<file path="src/rtl/core/serial_line_editor_top_defines.svh">
// ----------------------------------------------------------------------------
// Serial line editor assertion macros
// Shared concurrent assertion forms for the line editor modules. They expect
// signals named clk and rst_n in the module that uses them.
// ----------------------------------------------------------------------------
`ifndef SERIAL_LINE_EDITOR_TOP_DEFINES_SVH
`define SERIAL_LINE_EDITOR_TOP_DEFINES_SVH

// Consequent must hold in the same cycle as the antecedent.
`define SLE_ASSERT_SAME(label, ante, cons, msg) \
  label: assert property (@(posedge clk) disable iff (!rst_n) (ante) |-> (cons)) \
    else $error(msg);

// Consequent must hold in the cycle after the antecedent.
`define SLE_ASSERT_NEXT(label, ante, cons, msg) \
  label: assert property (@(posedge clk) disable iff (!rst_n) (ante) |=> (cons)) \
    else $error(msg);

`endif

</file>
<file path="src/rtl/core/sle_pkg.sv">
// ----------------------------------------------------------------------------
// Serial line editor package
// Character codes, status codes and the echo run descriptor shared by the
// line editor modules.
// ----------------------------------------------------------------------------
`timescale 1ns / 1ps

package sle_pkg;

  localparam int LINE_MAX_DEF = 527;
  localparam int ACC_LEN_W    = 10;

  localparam logic [7:0] CH_ETX   = 8'h03;
  localparam logic [7:0] CH_BS    = 8'h08;
  localparam logic [7:0] CH_LF    = 8'h0A;
  localparam logic [7:0] CH_CR    = 8'h0D;
  localparam logic [7:0] CH_NAK   = 8'h15;
  localparam logic [7:0] CH_SPACE = 8'h20;
  localparam logic [7:0] CH_UPPER_C = 8'h43;
  localparam logic [7:0] CH_UPPER_U = 8'h55;
  localparam logic [7:0] CH_CARET = 8'h5E;
  localparam logic [7:0] CH_TILDE = 8'h7E;
  localparam logic [7:0] CH_DEL   = 8'h7F;

  localparam logic [1:0] STAT_EDIT   = 2'd0;
  localparam logic [1:0] STAT_ACCEPT = 2'd1;
  localparam logic [1:0] STAT_CANCEL = 2'd2;

  typedef enum logic [1:0] {
    RUN_CHAR,
    RUN_ACCEPT,
    RUN_RUBOUT,
    RUN_CANCEL
  } run_kind_t;

  // One echo run: the bytes caused by one input transaction.
  typedef struct packed {
    run_kind_t              kind;
    logic [7:0]             ch;
    logic [ACC_LEN_W-1:0]   len;
  } run_t;

endpackage

</file>
<file path="src/rtl/core/sle_edit.sv">
// ----------------------------------------------------------------------------
// Serial line editor: edit stage
// Holds the received byte, classifies it, updates the line length and the
// line store, and hands any echo run that the byte causes to the echo stage.
// ----------------------------------------------------------------------------
`timescale 1ns / 1ps
`include "serial_line_editor_top_defines.svh"

module sle_edit #(
  parameter int LINE_MAX = sle_pkg::LINE_MAX_DEF
) (
  input  logic          clk,
  input  logic          rst_n,
  input  logic          in_valid,
  output logic          in_ready,
  input  logic [7:0]    in_rx_byte,
  output logic          run_valid,
  input  logic          run_ready,
  output sle_pkg::run_t run
);

  localparam int LEN_W = $clog2(LINE_MAX + 1);
  localparam int DEPTH = LINE_MAX + 1;

  logic             in_full_r;
  logic [7:0]       in_byte_r;
  logic [LEN_W-1:0] len_r;
  logic [LEN_W-1:0] len_nxt;
  logic [7:0]       line_store_r [DEPTH];

  logic is_print, is_eol, is_rub, is_cancel;
  logic room, not_empty, consume;
  logic store_we;
  logic [7:0] store_data;
  logic [LEN_W+sle_pkg::ACC_LEN_W-1:0] len_ext;

  assign is_print  = (in_byte_r >= sle_pkg::CH_SPACE) && (in_byte_r <= sle_pkg::CH_TILDE);
  assign is_eol    = (in_byte_r == sle_pkg::CH_CR) || (in_byte_r == sle_pkg::CH_LF);
  assign is_rub    = (in_byte_r == sle_pkg::CH_BS) || (in_byte_r == sle_pkg::CH_DEL);
  assign is_cancel = (in_byte_r == sle_pkg::CH_ETX) || (in_byte_r == sle_pkg::CH_NAK);

  assign room      = len_r < LEN_W'(LINE_MAX);
  assign not_empty = len_r != '0;

  // Bytes that echo nothing leave the input register without waiting.
  assign run_valid = in_full_r &&
                     ((is_print && room) || is_eol || (is_rub && not_empty) || is_cancel);
  assign consume   = in_full_r && (!run_valid || run_ready);
  assign in_ready  = !in_full_r || consume;

  // The reported length is the low bits of the line length.
  assign len_ext = {{sle_pkg::ACC_LEN_W{1'b0}}, len_r};

  always_comb begin
    run.ch  = in_byte_r;
    run.len = len_ext[sle_pkg::ACC_LEN_W-1:0];
    if (is_eol) begin
      run.kind = sle_pkg::RUN_ACCEPT;
    end else if (is_rub) begin
      run.kind = sle_pkg::RUN_RUBOUT;
    end else if (is_cancel) begin
      run.kind = sle_pkg::RUN_CANCEL;
    end else begin
      run.kind = sle_pkg::RUN_CHAR;
    end
  end

  always_comb begin
    len_nxt    = len_r;
    store_we   = 1'b0;
    store_data = in_byte_r;
    if (consume && run_valid) begin
      if (is_print) begin
        len_nxt  = len_r + LEN_W'(1);
        store_we = 1'b1;
      end else if (is_eol) begin
        len_nxt    = '0;
        store_we   = 1'b1;
        store_data = 8'h00;
      end else if (is_rub) begin
        len_nxt = len_r - LEN_W'(1);
      end else begin
        len_nxt = '0;
      end
    end
  end

  always_ff @(posedge clk) begin
    if (!rst_n) begin
      in_full_r <= 1'b0;
      len_r     <= '0;
    end else begin
      len_r <= len_nxt;
      if (in_valid && in_ready) begin
        in_full_r <= 1'b1;
      end else if (consume) begin
        in_full_r <= 1'b0;
      end
    end
  end

  always_ff @(posedge clk) begin
    if (in_valid && in_ready) begin
      in_byte_r <= in_rx_byte;
    end
  end

  always_ff @(posedge clk) begin
    if (store_we) begin
      line_store_r[len_r] <= store_data;
    end
  end

  `SLE_ASSERT_SAME(a_len_in_range, 1'b1, len_r <= LEN_W'(LINE_MAX), "line length over limit")
  `SLE_ASSERT_NEXT(a_eol_clears, consume && run_valid && (is_eol || is_cancel), len_r == '0, "line length not cleared after end of line")

endmodule

</file>
<file path="src/rtl/core/sle_echo.sv">
// ----------------------------------------------------------------------------
// Serial line editor: echo stage
// Holds one echo run and sends its bytes one per cycle while the receiver is
// ready, with the line status and accepted length on the final byte.
// ----------------------------------------------------------------------------
`timescale 1ns / 1ps
`include "serial_line_editor_top_defines.svh"

module sle_echo (
  input  logic                            clk,
  input  logic                            rst_n,
  input  logic                            run_valid,
  output logic                            run_ready,
  input  sle_pkg::run_t                   run,
  output logic                            out_valid,
  input  logic                            out_ready,
  output logic [7:0]                      out_echo_byte,
  output logic                            out_last_of_run,
  output logic [1:0]                      out_line_status,
  output logic [sle_pkg::ACC_LEN_W-1:0]   out_accepted_length
);

  logic          busy_r;
  logic [1:0]    idx_r;
  sle_pkg::run_t run_r;
  logic          last;
  logic          load;

  assign last = (run_r.kind == sle_pkg::RUN_CHAR) || (run_r.kind == sle_pkg::RUN_ACCEPT) ||
                (idx_r == 2'd2);

  assign run_ready = !busy_r || (out_ready && last);
  assign load      = run_valid && run_ready;

  assign out_valid       = busy_r;
  assign out_last_of_run = last;

  always_comb begin
    out_echo_byte       = run_r.ch;
    out_line_status     = sle_pkg::STAT_EDIT;
    out_accepted_length = '0;
    case (run_r.kind)
      sle_pkg::RUN_CHAR: begin
        out_echo_byte = run_r.ch;
      end
      sle_pkg::RUN_ACCEPT: begin
        out_echo_byte       = sle_pkg::CH_LF;
        out_line_status     = sle_pkg::STAT_ACCEPT;
        out_accepted_length = run_r.len;
      end
      sle_pkg::RUN_RUBOUT: begin
        out_echo_byte = (idx_r == 2'd1) ? sle_pkg::CH_SPACE : sle_pkg::CH_BS;
      end
      sle_pkg::RUN_CANCEL: begin
        if (idx_r == 2'd0) begin
          out_echo_byte = sle_pkg::CH_CARET;
        end else if (idx_r == 2'd1) begin
          out_echo_byte = (run_r.ch == sle_pkg::CH_ETX) ? sle_pkg::CH_UPPER_C
                                                        : sle_pkg::CH_UPPER_U;
        end else begin
          out_echo_byte   = sle_pkg::CH_LF;
          out_line_status = sle_pkg::STAT_CANCEL;
        end
      end
      default: begin
        out_echo_byte = run_r.ch;
      end
    endcase
  end

  always_ff @(posedge clk) begin
    if (!rst_n) begin
      busy_r <= 1'b0;
      idx_r  <= 2'd0;
    end else if (load) begin
      busy_r <= 1'b1;
      idx_r  <= 2'd0;
    end else if (busy_r && out_ready) begin
      if (last) begin
        busy_r <= 1'b0;
      end else begin
        idx_r <= idx_r + 2'd1;
      end
    end
  end

  always_ff @(posedge clk) begin
    if (load) begin
      run_r <= run;
    end
  end

  `SLE_ASSERT_SAME(a_status_on_last, busy_r && (out_line_status != sle_pkg::STAT_EDIT), last, "line status before final echo byte")
  `SLE_ASSERT_SAME(a_len_on_accept, busy_r && (out_accepted_length != '0), out_line_status == sle_pkg::STAT_ACCEPT, "length reported without accept")

endmodule

</file>
<file path="src/rtl/core/serial_line_editor_top.sv">
// An accepted byte passes from the edit stage input register into the echo stage run
// register, which then drives its first echo byte.
// Throughput: one input transaction per cycle for bytes with at most one echo byte
// while the receiver is ready; rubout and cancel hold the echo register until all three
// of their echo bytes are taken. Ignored and dropped bytes leave the input register without waiting, with no echo.
// Reset (rst_n low, synchronous) empties both registers and sets the line length to
// zero; the line store is not cleared and holds unknown data until written.
// ----------------------------------------------------------------------------
// Serial line editor top level
// Edits a command line from received serial bytes and echoes to the terminal.
// ----------------------------------------------------------------------------
`timescale 1ns / 1ps

module serial_line_editor_top #(
  parameter int LINE_MAX = sle_pkg::LINE_MAX_DEF
) (
  input  logic                            clk,
  input  logic                            rst_n,
  input  logic                            in_valid,
  output logic                            in_ready,
  input  logic [7:0]                      in_rx_byte,
  output logic                            out_valid,
  input  logic                            out_ready,
  output logic [7:0]                      out_echo_byte,
  output logic                            out_last_of_run,
  output logic [1:0]                      out_line_status,
  output logic [sle_pkg::ACC_LEN_W-1:0]   out_accepted_length
);

  logic          run_valid;
  logic          run_ready;
  sle_pkg::run_t run;

  sle_edit #(
    .LINE_MAX (LINE_MAX)
  ) u_edit (
    .clk        (clk),
    .rst_n      (rst_n),
    .in_valid   (in_valid),
    .in_ready   (in_ready),
    .in_rx_byte (in_rx_byte),
    .run_valid  (run_valid),
    .run_ready  (run_ready),
    .run        (run)
  );

  sle_echo u_echo (
    .clk                 (clk),
    .rst_n               (rst_n),
    .run_valid           (run_valid),
    .run_ready           (run_ready),
    .run                 (run),
    .out_valid           (out_valid),
    .out_ready           (out_ready),
    .out_echo_byte       (out_echo_byte),
    .out_last_of_run     (out_last_of_run),
    .out_line_status     (out_line_status),
    .out_accepted_length (out_accepted_length)
  );

endmodule

</file>
<file path="config.mk">
export PLATFORM = sky130hd
export DESIGN_NAME = serial_line_editor_top
export DESIGN_NICKNAME = d
export VERILOG_FILES = /design/src/rtl/core/sle_pkg.sv /design/src/rtl/core/sle_edit.sv /design/src/rtl/core/sle_echo.sv /design/src/rtl/core/serial_line_editor_top.sv
export VERILOG_INCLUDE_DIRS = /design/src /design/src/rtl/core
export SDC_FILE = /design/constraint.sdc
export NUM_CORES = 1
export LEC_CHECK = 0
export BUFFER_PORTS_ARGS = -buffer_cell sky130_fd_sc_hd__buf_2
export CAP_MARGIN = 0
export CORE_ASPECT_RATIO = 1.1
export CORE_UTILIZATION = 28
export CTS_CLUSTER_SIZE = 20
export DETAILED_ROUTE_END_ITERATION = 12
export SYNTH_ARGS = -nofsm -noshare
export SYNTH_HDL_FRONTEND = slang
export SYNTH_SLANG_ARGS = --single-unit
</file>
<file path="constraint.sdc">
create_clock -name clk -period 5.5 [get_ports clk]
set_input_delay 0 -clock clk [delete_from_list [all_inputs] [get_ports clk]]
set_output_delay 0 -clock clk [all_outputs]
set_load 0.005 [all_outputs]
</file>
==> impl_metrics.env <==
export IMPL_htreeDepth=2
export IMPL_hpwl_um=3335
export IMPL_path_clk_slew_ns=0.08
export IMPL_p_leak_nw=1.026
export IMPL_worstSkewPairLatency_ns=0.29
export IMPL_num_antenna_cells=0
export IMPL_multi_input_area_um2=1044
export IMPL_rsz0062_at_grt="false"
export IMPL_synthFlopType="edfxtp_1"
export IMPL_fin_cells=375
export IMPL_grt_overflow=0
export IMPL_clkSinkCount=42
export IMPL_syn_area_per_cell_um2=10.15
export IMPL_syn2layout_area_growth_pct=18.15
export IMPL_relSlewSlack_pct=51.72
export IMPL_syn_nets=243
export IMPL_maxCapViolCount=0
export IMPL_grt_max_degree=30
export IMPL_run_status="finished, final reports clean"
export IMPL_core_area_um2=7870
export IMPL_synthArstFlopShare_pct=0
export IMPL_first_pass_iters=4
export IMPL_dp_cells=358
export IMPL_max_freq_mhz=355.6
export IMPL_synth_edff_count=28
export IMPL_topRoutingLayerUsed="met4"
export IMPL_ys_warn_count=0
export IMPL_fillCellCount=827
export IMPL_met1Wirelength_um=2141
export IMPL_post_cts_buffers=0
export IMPL_initial_core_util_pct=28.90
export IMPL_antenna_left=0
export IMPL_drc=0
export IMPL_syn_area_um2=2275
export IMPL_worstMarginPinSlew_ns=0.7204
export IMPL_setup_viol=0
export IMPL_ys_top_cells_by_count="edfxtp_1 (28), nand2_1 (23), nor2_1 (16)"
export IMPL_hp_class="input port to register"
export IMPL_grt_usage_pct=11.42
export IMPL_ys_ff_latch=42
export IMPL_cts_tree="yes"
export IMPL_slew_violations=0
export IMPL_min_period_ns=2.812
export IMPL_syn_inst=224
export IMPL_worstSetupEndpointType="register"
export IMPL_final_util_pct=34.15
export IMPL_crit_path_start_kind="register"
export IMPL_finalPower_uw=587.4
export IMPL_yosysSeqAreaShare_pct=49.28
export IMPL_vias_per_cell=4.723
export IMPL_nNetsFinal=285
export IMPL_synth_distinct_cells=58
export IMPL_die_h_um=96.53
export IMPL_antenna_found_initial=0
export IMPL_clock_skew_ns=0.006209
export IMPL_arrival_ns=2.74
export IMPL_yosysMostFrequentCell="edfxtp_1"
export IMPL_port_buffers=34
export IMPL_hold_slack_ns=0.01168
export IMPL_clockBufferDepth=2
export IMPL_num_vias=1771
export IMPL_cts_root_buffer="clkbuf_8"
export IMPL_powerDensity_nw_per_um2=218.6
export IMPL_final_period_utilization_pct=51.13
export IMPL_drt_wirelength_per_cell_um=12.20
export IMPL_final_hold_violation_count=0
export IMPL_synth_largest_area_cell="edfxtp_1"
export IMPL_seq_area_um2=1121
export IMPL_wl_met3_um=199
export IMPL_cp_max_fo=10
export IMPL_rows=34
export IMPL_fp_dieW_um=87.94
export IMPL_synth_top_area_share_pct=36.96
export IMPL_critPathKind="register to register"
export IMPL_drt_iter0_drc=109
export IMPL_num_io_pins=35
export IMPL_vdd_ir_drop_worst_v=0.00009650
export IMPL_regToRegSetupSlack_ns=2.69
export IMPL_synthTopCellsByArea="edfxtp_1 (37%), dfxtp_1 (12%), ha_1 (3.9%)"
export IMPL_final_layout_size_suffix_gt1_share_pct=19.48
export IMPL_grt_pass1_wl_um=7493
export IMPL_wl_um=4574
export IMPL_cts_inserted_buffers=5
export IMPL_place_congestion=0.8739
export IMPL_cp_required_ns=5.43
export IMPL_die_area_um2=8488
export IMPL_wl_met2_um=2164
export IMPL_grt_pass1_vias=1594
export IMPL_setup_tns_ns=0
-- placed cells by master, fill, tap and decap left out, types with 4 or more instances in the layout --
master         count
o22ai_1            4
dfxtp_1           14
clkbuf_8           5
inv_1              9
nor3_1            11
nand2_1           23
nor2_1            16
buf_2             34
a21oi_1           15
a21o_1             4
and2_1            12
nand3_1            7
ha_1               7
edfxtp_1          28
o21ai_0            5
dlygate4sd3_1      9
-- metal layers --
| metal | up-vias | track usage, % |
|---|---|---|
| li1 | 909 | - |
| met1 | 808 | 13.88 |
| met2 | 50 | 19.90 |
| met3 | 4 | 2.039 |
| met4 | 0 | 4.645 |
| met5 | - | 0 |
-- where the power goes --
group	switching, mW	internal (mW)	total (mW)	leakage [nW]
registers	0.00940	0.345	0.355	0.377
logic	0.0274	0.0223	0.0497	0.610
clock network	0.0945	0.0883	0.183	0.0399
total	0.131	0.456	0.587	1.03
-- state kept, by name, indices dropped and copies added, names as in the netlist --
register	flops
u_echo.idx_r	2
u_echo.run_r	20
u_edit.in_byte_r	8
u_edit.len_r	10
u_edit.in_full_r	1
u_echo.out_valid	1
-- worst paths after layout --
kind | start | to | cells past startpoint
worst min register to register | u_edit.in_full_r | u_echo.out_valid | 2
worst min-delay path | rst_n | u_edit.in_full_r | 2
worst max-delay path | u_edit.in_byte_r[7] | u_edit.in_byte_r[0] | 7
worst max register to register | u_edit.in_byte_r[7] | u_edit.in_byte_r[0] | 7
-- layout make-up --
type	count	share of cell area, %
Tap cell	108	5.028
Clock buffer	7	2.840
Multi-Input combinational cell	163	38.83
Timing Repair Buffer	44	9.963
Inverter	10	1.490
Clock inverter	1	0.1397
Sequential cell	42	41.71
-- stage by stage --
step	setup slack, ns	area (µm²)
after global routing	2.438	2688
after global placement	2.794	2517
after floorplan	3.020	2275
final	2.688	2688
after detailed placement	2.673	2517
after CTS	2.666	2688
-- critical path, cell delays in order (launching register included) --
cell and delay [ns]:
edfxtp_1 0.47, nand4b_2 0.29, o221ai_2 0.46, a21o_1 0.15
nand3_2 0.10, or2_1 0.24, and4_1 0.24, nor2b_1 0.52
-- cell families (layout without fill, tap and decap cells) --
| logic type | Yosys count | after routing | share of synthesized area (%) |
|---|---|---|---|
| AND/OR/NAND/NOR | 98 | 98 | 23.60 |
| AO/OA/AOI/OAI | 52 | 52 | 15.40 |
| flip-flops | 42 | 42 | 49.29 |
| buffers and inverters | 19 | 62 | 4.840 |
| adder cells (fa/ha/maj) | 7 | 7 | 3.850 |
| XOR/XNOR | 3 | 3 | 1.155 |
| multiplexers | 3 | 3 | 1.870 |
-- repair_timing --
action,4_1_cts,5_1_grt
hold buffers,9,0
gates resized for setup,0,0
setup endpoints to repair,0,0
endpoints found under the hold margin,9,0
Note: power is estimated with default switching activity, not from simulation.
